## src/hw/rtl/irwpq_pkg.sv

```systemverilog
// ----------------------------------------------------------------------------
// IR wall proximity qualifier package
// Shared constants, types and the debounce step for the qualifier lanes.
// ----------------------------------------------------------------------------
package irwpq_pkg;

  localparam int DefaultChannels   = 5;
  localparam int DefaultAvgWindow  = 8;
  localparam int DefaultSampleBits = 16;

  // fixed field widths
  localparam int SampleW  = 16;
  localparam int FlagCntW = 4;
  localparam int CfgIdxW  = 4;

  localparam logic [FlagCntW-1:0] NearLimit  = FlagCntW'(10);
  localparam logic [FlagCntW-1:0] CloseLimit = FlagCntW'(8);
  localparam logic [FlagCntW-1:0] CloseHold  = FlagCntW'(10);

  localparam logic [SampleW-1:0] NearThrReset  = SampleW'(600);
  localparam logic [SampleW-1:0] CloseThrReset = SampleW'(300);

  typedef struct packed {
    logic accept;   // input beat taken, stage 1 state updates
    logic advance;  // pipeline moves
    logic fire;     // stage 3 holds an item and moves
  } ctrl_t;

  typedef struct packed {
    logic [FlagCntW-1:0] up;
    logic [FlagCntW-1:0] down;
    logic                flag;
  } debounce_t;

  typedef struct packed {
    logic               near;
    logic               close;
    logic [SampleW-1:0] excess;
  } lane_res_t;

  function automatic debounce_t debounce_step(input debounce_t           s,
                                              input logic                over,
                                              input logic [FlagCntW-1:0] limit,
                                              input logic [FlagCntW-1:0] hold);
    debounce_t n;
    n = s;
    if (over) begin
      n.up   = s.up + FlagCntW'(1);
      n.down = '0;
      if (n.up > limit) begin
        n.flag = 1'b1;
        n.up   = hold;
      end
    end else begin
      n.up   = '0;
      n.down = s.down + FlagCntW'(1);
      if (n.down > limit) begin
        n.flag = 1'b0;
        n.down = hold;
      end
    end
    return n;
  endfunction

endpackage

```

## src/hw/rtl/irwpq_lane.sv

```systemverilog
// ----------------------------------------------------------------------------
// IR wall proximity qualifier lane
// One sensor channel: difference, bias, moving average, debounced flags.
// ----------------------------------------------------------------------------
module irwpq_lane #(
  parameter int AVG_WINDOW  = irwpq_pkg::DefaultAvgWindow,
  parameter int SAMPLE_BITS = irwpq_pkg::DefaultSampleBits
) (
  input  logic                          clk_i,
  input  logic                          rst_ni,
  input  irwpq_pkg::ctrl_t              ctrl_i,
  input  logic [irwpq_pkg::SampleW-1:0] dark_i,
  input  logic [irwpq_pkg::SampleW-1:0] lit_i,
  input  logic [irwpq_pkg::SampleW-1:0] near_thr_i,
  input  logic [irwpq_pkg::SampleW-1:0] close_thr_i,
  output irwpq_pkg::lane_res_t          res_o
);

  localparam int LogW   = $clog2(AVG_WINDOW);
  localparam int SumW   = SAMPLE_BITS + LogW;
  localparam int ShiftW = SumW + LogW;
  localparam int ProdW  = 2 * SumW + 1;
  // exact floor division by the window depth over the whole sum range
  localparam logic [SumW:0] Recip =
    (SumW+1)'(((64'd1 << ShiftW) + 64'(AVG_WINDOW) - 64'd1) / 64'(AVG_WINDOW));

  logic [SAMPLE_BITS-1:0] dark, lit, diff;
  logic [SAMPLE_BITS-1:0] win_q [AVG_WINDOW];
  logic [SumW-1:0]        sum_q, sum_d;
  logic [SAMPLE_BITS-1:0] bias_q, bias_d;
  logic [ProdW-1:0]       prod_q;
  logic [SAMPLE_BITS-1:0] bias2_q;
  logic [SAMPLE_BITS-1:0] avg, excess;
  irwpq_pkg::debounce_t   near_q, near_d, close_q, close_d;
  logic                   near_over, close_over;

  // stage 1: difference, bias, window
  assign dark   = dark_i[SAMPLE_BITS-1:0];
  assign lit    = lit_i[SAMPLE_BITS-1:0];
  assign diff   = (dark > lit) ? dark - lit : '0;
  assign bias_d = (bias_q > diff) ? diff : bias_q;
  assign sum_d  = sum_q + SumW'(diff) - SumW'(win_q[0]);

  always_ff @(posedge clk_i or negedge rst_ni) begin
    if (!rst_ni) begin
      for (int k = 0; k < AVG_WINDOW; k++) win_q[k] <= '0;
      sum_q  <= '0;
      bias_q <= '1;
    end else if (ctrl_i.accept) begin
      for (int k = 0; k < AVG_WINDOW - 1; k++) win_q[k] <= win_q[k+1];
      win_q[AVG_WINDOW-1] <= diff;
      sum_q  <= sum_d;
      bias_q <= bias_d;
    end
  end

  // stage 2: reciprocal multiply
  always_ff @(posedge clk_i) begin
    if (ctrl_i.advance) begin
      prod_q  <= ProdW'(sum_q) * ProdW'(Recip);
      bias2_q <= bias_q;
    end
  end

  // stage 3: average, debounce, excess
  assign avg        = prod_q[ShiftW +: SAMPLE_BITS];
  assign near_over  = irwpq_pkg::SampleW'(avg) > near_thr_i;
  assign close_over = irwpq_pkg::SampleW'(avg) > close_thr_i;
  assign near_d     = irwpq_pkg::debounce_step(near_q, near_over,
                                               irwpq_pkg::NearLimit, irwpq_pkg::NearLimit);
  assign close_d    = irwpq_pkg::debounce_step(close_q, close_over,
                                               irwpq_pkg::CloseLimit, irwpq_pkg::CloseHold);
  assign excess     = (avg > bias2_q) ? avg - bias2_q : '0;

  always_ff @(posedge clk_i or negedge rst_ni) begin
    if (!rst_ni) begin
      near_q  <= '0;
      close_q <= '0;
    end else if (ctrl_i.fire) begin
      near_q  <= near_d;
      close_q <= close_d;
    end
  end

  assign res_o.near   = near_d.flag;
  assign res_o.close  = close_d.flag;
  assign res_o.excess = irwpq_pkg::SampleW'(excess);

endmodule

```

## src/hw/rtl/irwpq_merge.sv

```systemverilog
// ----------------------------------------------------------------------------
// IR wall proximity qualifier merge
// Packs lane results into one beat; output register with skid stage.
// ----------------------------------------------------------------------------
module irwpq_merge #(
  parameter int CHANNELS = irwpq_pkg::DefaultChannels,
  localparam int OutBits = CHANNELS * (2 + irwpq_pkg::SampleW),
  localparam int OutW    = ((OutBits + 7) / 8) * 8
) (
  input  logic                 clk_i,
  input  logic                 rst_ni,
  input  logic                 fire_i,
  input  irwpq_pkg::lane_res_t res_i [CHANNELS],
  input  logic                 m_tready_i,
  output logic                 m_tvalid_o,
  output logic [OutW-1:0]      m_tdata_o,
  output logic                 skid_full_o
);

  logic [OutW-1:0] pack;
  logic [OutW-1:0] out_q, skid_q;
  logic            out_v_q, skid_v_q;

  always_comb begin
    pack = '0;
    for (int c = 0; c < CHANNELS; c++) begin
      pack[c]                                          = res_i[c].near;
      pack[CHANNELS+c]                                 = res_i[c].close;
      pack[2*CHANNELS + irwpq_pkg::SampleW*c +: irwpq_pkg::SampleW] = res_i[c].excess;
    end
  end

  always_ff @(posedge clk_i or negedge rst_ni) begin
    if (!rst_ni) begin
      out_v_q  <= 1'b0;
      skid_v_q <= 1'b0;
    end else if (out_v_q && !m_tready_i) begin
      if (fire_i) skid_v_q <= 1'b1;
    end else if (skid_v_q) begin
      out_v_q  <= 1'b1;
      skid_v_q <= 1'b0;
    end else begin
      out_v_q <= fire_i;
    end
  end

  always_ff @(posedge clk_i) begin
    if (out_v_q && !m_tready_i) begin
      if (fire_i) skid_q <= pack;
    end else if (skid_v_q) begin
      out_q <= skid_q;
    end else if (fire_i) begin
      out_q <= pack;
    end
  end

  assign m_tvalid_o  = out_v_q;
  assign m_tdata_o   = out_q;
  assign skid_full_o = skid_v_q;

endmodule

```

## src/hw/rtl/ir_wall_proximity_qualifier.sv

```systemverilog
// Pipeline: a result beat shows on m_axis_tvalid once its input beat has passed the window/sum,
// reciprocal multiply and output registers, in that order.
// Throughput: one beat per cycle while the skid stage is empty; each channel has its own lane,
// the sum is kept running and the average is a registered reciprocal multiply.
// Reset: averaging windows and sums clear to zero, bias to all ones, debounce
// counters and flags to far, near thresholds to 600 and close threshold to 300.
// ----------------------------------------------------------------------------
// IR wall proximity qualifier
// Five-lane infrared wall sensor averaging with bias removal and debounce.
// ----------------------------------------------------------------------------
module ir_wall_proximity_qualifier #(
  parameter int CHANNELS    = irwpq_pkg::DefaultChannels,
  parameter int AVG_WINDOW  = irwpq_pkg::DefaultAvgWindow,
  parameter int SAMPLE_BITS = irwpq_pkg::DefaultSampleBits,
  localparam int InW        = CHANNELS * 2 * irwpq_pkg::SampleW,
  localparam int OutBits    = CHANNELS * (2 + irwpq_pkg::SampleW),
  localparam int OutW       = ((OutBits + 7) / 8) * 8
) (
  input  logic                          clk_i,
  input  logic                          rst_ni,
  // configuration write
  input  logic                          cfg_valid_i,
  output logic                          cfg_ready_o,
  input  logic [irwpq_pkg::CfgIdxW-1:0] cfg_index_i,
  input  logic [irwpq_pkg::SampleW-1:0] cfg_data_i,
  // input beats
  input  logic                          s_axis_tvalid,
  output logic                          s_axis_tready,
  input  logic [InW-1:0]                s_axis_tdata,  // dark_ch0, lit_ch0, ... dark_chN, lit_chN
  // result beats
  output logic                          m_axis_tvalid,
  input  logic                          m_axis_tready,
  output logic [OutW-1:0]               m_axis_tdata   // near_flags, close_flags, excess_ch0..chN
);

  logic [irwpq_pkg::SampleW-1:0] near_thr_q [CHANNELS];
  logic [irwpq_pkg::SampleW-1:0] close_thr_q;
  irwpq_pkg::ctrl_t              ctrl;
  irwpq_pkg::lane_res_t          res [CHANNELS];
  logic                          v1_q, v2_q, skid_full;

  assign cfg_ready_o = 1'b1;

  always_ff @(posedge clk_i or negedge rst_ni) begin
    if (!rst_ni) begin
      for (int c = 0; c < CHANNELS; c++) near_thr_q[c] <= irwpq_pkg::NearThrReset;
      close_thr_q <= irwpq_pkg::CloseThrReset;
    end else if (cfg_valid_i) begin
      for (int c = 0; c < CHANNELS; c++) begin
        if (cfg_index_i == irwpq_pkg::CfgIdxW'(c)) near_thr_q[c] <= cfg_data_i;
      end
      if (cfg_index_i == irwpq_pkg::CfgIdxW'(CHANNELS)) close_thr_q <= cfg_data_i;
    end
  end

  assign ctrl.advance  = !skid_full;
  assign ctrl.accept   = s_axis_tvalid && ctrl.advance;
  assign ctrl.fire     = v2_q && ctrl.advance;
  assign s_axis_tready = ctrl.advance;

  always_ff @(posedge clk_i or negedge rst_ni) begin
    if (!rst_ni) begin
      v1_q <= 1'b0;
      v2_q <= 1'b0;
    end else if (ctrl.advance) begin
      v1_q <= ctrl.accept;
      v2_q <= v1_q;
    end
  end

  for (genvar c = 0; c < CHANNELS; c++) begin : g_lane
    irwpq_lane #(
      .AVG_WINDOW (AVG_WINDOW),
      .SAMPLE_BITS(SAMPLE_BITS)
    ) u_lane (
      .clk_i      (clk_i),
      .rst_ni     (rst_ni),
      .ctrl_i     (ctrl),
      .dark_i     (s_axis_tdata[2*irwpq_pkg::SampleW*c +: irwpq_pkg::SampleW]),
      .lit_i      (s_axis_tdata[2*irwpq_pkg::SampleW*c + irwpq_pkg::SampleW +:
                                irwpq_pkg::SampleW]),
      .near_thr_i (near_thr_q[c]),
      .close_thr_i(close_thr_q),
      .res_o      (res[c])
    );
  end

  irwpq_merge #(
    .CHANNELS(CHANNELS)
  ) u_merge (
    .clk_i      (clk_i),
    .rst_ni     (rst_ni),
    .fire_i     (ctrl.fire),
    .res_i      (res),
    .m_tready_i (m_axis_tready),
    .m_tvalid_o (m_axis_tvalid),
    .m_tdata_o  (m_axis_tdata),
    .skid_full_o(skid_full)
  );

endmodule

```

## config.mk

```make
export PLATFORM = sky130hd
export DESIGN_NAME = ir_wall_proximity_qualifier
export DESIGN_NICKNAME = d
export VERILOG_FILES = /design/src/hw/rtl/irwpq_pkg.sv /design/src/hw/rtl/irwpq_lane.sv /design/src/hw/rtl/irwpq_merge.sv /design/src/hw/rtl/ir_wall_proximity_qualifier.sv
export SDC_FILE = /design/constraint.sdc
export NUM_CORES = 2
export LEC_CHECK = 0
export BUFFER_PORTS_ARGS = -buffer_cell sky130_fd_sc_hd__buf_2
export CORE_UTILIZATION = 56
export CTS_CLUSTER_SIZE = 30
export DETAILED_ROUTE_END_ITERATION = 16
export PLACE_DENSITY = 0.76
export SYNTH_ARGS = -nofsm -noshare
export SYNTH_HDL_FRONTEND = slang
export SYNTH_SLANG_ARGS = --single-unit
```

## constraint.sdc

```tcl
create_clock -name clk_i -period 8.29 [get_ports clk_i]
set_input_delay 0.4145 -clock clk_i [delete_from_list [all_inputs] [get_ports clk_i]]
set_output_delay 0.4145 -clock clk_i [all_outputs]
set_load 0.02 [all_outputs]
```

==> flow_summary.ini <==
[outcome]
status = finished, final reports clean

[critical_path]
cp_max_fo = 10
crit_family = compound AO/OA/AOI/OAI gates
critPathSlowestCell = fa_1
ff2ff_setup_slack_ns = 3.74
cp-start-kind = input pin
worstRegToRegCells = 7
path_cells = buf_2 -> inv_1 -> ha_1 -> fa_1 -> nand2b_1 -> a211oi_1 -> nor2_1 -> o31ai_2 -> and2_1 -> nand2b_1 -> fa_1 -> inv_1 -> fa_1 -> a21o_1 -> and4_1 -> o2111ai_1 -> a21oi_1 -> or2_2 -> a2111oi_0 -> nand2_1
required_ns = 8.93
critPathArrivalTime_ns = 5.55
crit_top_cell = fa_1
r2r-end = g_lane[0].u_lane.bias_q[10]$_DFFE_PN1P_
r2r-start = u_merge.skid_full_o$_DFFE_PN0P_
cp-startpoint = s_axis_tdata[128]
cp-end-kind = flip-flop
critPathBufInv = 3
path_class = input pin to flip-flop
max_stage_delay_ns = 0.52

[route]
drtPass1Iterations = 6
drc = 0
routedWlPerCell_um = 17.5
vias = 53500
antenna_left = 0
vias_per_cell = 5.62
routed_wl_um = 167000
drt_iter0_markers = 4339

[cells_and_area]
drive_gt1_frac = 0.102
area_growth_pct = 10.9
layout_common_cells = 2220 x nand2_1, 900 x dfrtp_1, 651 x inv_1, 528 x ha_1, 418 x o21ai_0
nFillCells = 10200
n_antenna_cell = 0
postLayoutCellArea_um2 = 79600
nets = 8560
final_cells = 9528
layout_commonest_cell = nand2_1

[place]
dp_hpwl_um = 116000
portBuffers = 276
gp_congestion = 0.918
dp_cells = 9252
placed_area_um2 = 74500

[grt]
grt_pass1_wl_um = 270000
antenna_found_initial = 12
globalRouteOverflowTotal = 0
grt_use_met2 = 0.404
grt.busiest_layer = met2
grt.met1_usage = 0.365
grt_pass1_vias = 52200
met3_usage = 0.0446
grt_max_degree = 229
grtUsageTotal = 0.258

[synthesis]
yosysWarnings = 0
synthesis.area_um2 = 71700
synth.largest_area_cell = dfrtp_1
syn_inst = 7559
syn_avg_cell_area_um2 = 9.49
async_flop_share = 0.747
yosysTopAreaCellShare = 0.314
ys_types = 86
synth_edf_count = 340
synth_seq_cells = 1345
synth_seq_area_share = 0.495
ys.flop_type = dfrtp_1
synthTopCellsByArea = dfrtp_1 31%, edfxtp_1 14%, nand2_1 12%

[pwr]
power_frac_comb = 0.472
leakagePower_nw = 39.1
sw_frac_of_total = 0.421
switchingPower_mw = 15.1
p_clk_frac = 0.185
p_int_mw = 20.8
powerDensity_nw_per_um2 = 451
power_mw = 35.9
irDropWorstVdd_mv = 0.282
pwr-share-seq = 0.344

[hold_path]
worstHoldPathCells = 3
hold_start = cfg_data_i[3]
min_to = near_thr_q[35]$_DFFE_PN1P_
hp-class = input pin to flip-flop

[clocking]
htreeDepth = 4
cts.clk_slew.worst_paths_ns = 0.06
cts_buffers = 143
max-clock-path-buffers = 3
cts.sinks = 1345
cts_setup_buffers = 0
cts_root_buffer = clkbuf_16
cts_tree = done
clk_latency_ns = 0.78

[die]
rows = 130
core_um2 = 126000
io_pins = 284
initial_utilization = 0.568
die_area_um2 = 130000
chipWidth_um = 360
die-height_um = 360

[timing]
skew_ns = 0.0257
max-slew-margin-rel = 0.204
fmax_mhz = 203
final_max_slew_viol_count = 0
finalCritPeriodShare = 0.593
rsz0062_at_grt = false
fin_setup_tns_ns = 0
worstMarginPinSlew_ns = 1.19
hold_ws_ns = 0.0415
finalCriticalPeriod_ns = 4.92
finalHoldViolCount = 0
setup_violations = 0

[run]
drv_cap = 0
-- through the flow --
stage          utilization  setup slack [ns]
3_3_place_gp         0.590              2.79
5_1_grt              0.630              3.02
6_report             0.630              3.37
3_5_place_dp         0.590              2.67
2_1_floorplan            -              1.98
4_1_cts              0.630              3.49
-- cells in the mapped netlist (all sizes together), types with 98 or more instances --
cell type,number
o31ai,128
xnor2,103
inv,652
a21o,150
dfrtp,901
nor2,225
ha,528
a21oi,288
clkbuf,238
o21ai,452
nand2,2222
dfstp,104
mux2,98
edfxtp,340
-- logic make-up after synthesis --
logic type / synth area share
AND/OR/NAND/NOR: 0.173
adder cells (fa/ha/maj): 0.117
other: 0.000105
flip-flops: 0.495
AO/OA/AOI/OAI: 0.120
multiplexers: 0.0239
XOR/XNOR: 0.0215
buffers and inverters: 0.0495
-- layer usage --
| metal | up-vias | part of all wire |
|---|---|---|
| li1 | 25900 | - |
| met3 | 323 | 0.064 |
| met1 | 25800 | 0.45 |
| met2 | 1502 | 0.45 |
| met4 | 2 | 0.030 |
| met5 | - | 0.000078 |
-- area by class of cell --
type,instances,area [um2],share of cell area
multi-input cells,5292,32800,0.412
repair buffers,323,1860,0.0233
clock inverters,59,788,0.00991
well taps,1650,2060,0.0259
inverters,652,2450,0.0308
flip-flops and latches,1345,35500,0.446
clock buffers,207,4160,0.0522
-- state kept, by name, indices dropped and copies added, names as in the netlist, 45 cells and up --
name and count:
g_lane.u_lane.sum_q 95, u_merge.m_tdata_o 90, near_thr_q 80, g_lane.u_lane.win_q 640, g_lane.u_lane.bias_q 80, g_lane.u_lane.bias2_q 80
g_lane.u_lane.close_q 45, u_merge.skid_q 90, g_lane.u_lane.prod_q 80, g_lane.u_lane.near_q 45
-- worst max path at each step --
stage | cells past startpoint | to | slack (ns)
3_3_place_gp | 20 | g_lane[4].u_lane.sum_q[18]$_DFFE_PN0P_ | 2.79
2_1_floorplan | 4 | u_merge.m_tdata_o[52]$_DFFE_PP_ | 1.98
3_5_place_dp | 20 | g_lane[4].u_lane.sum_q[18]$_DFFE_PN0P_ | 2.67
5_1_grt | 20 | g_lane[1].u_lane.sum_q[18]$_DFFE_PN0P_ | 3.02
6_report | 20 | g_lane[4].u_lane.sum_q[18]$_DFFE_PN0P_ | 3.37
4_1_cts | 20 | g_lane[4].u_lane.sum_q[18]$_DFFE_PN0P_ | 3.49
-- worst register-to-register path: stages, from the launching register on --
cell      delay [ns]
dfrtp_4         1.01
inv_8           0.43
nand2_4         0.84
buf_12          0.60
buf_4           1.01
a211oi_2        0.07
buf_4           0.27
mux2i_1         0.22
-- timing repair --
| item | CTS | global route |
|---|---|---|
| hold endpoints to repair | 101 | 0 |
| hold buffers | 10 | 0 |
| gates resized for setup | 0 | 0 |
-- power by group through the flow --
| stage | logic (mW) | registers [mW] | clock network [mW] |
|---|---|---|---|
| after floorplan | 12.7 | 11.9 | 0 |
| after global routing | 19.1 | 12.6 | 7.02 |
| after global placement | 16.1 | 12.3 | 0 |
| after CTS | 16.8 | 12.3 | 6.75 |
| final | 16.9 | 12.3 | 6.64 |
| after detailed placement | 16.7 | 12.4 | 0 |
Note: power is estimated with default switching activity, not from simulation.
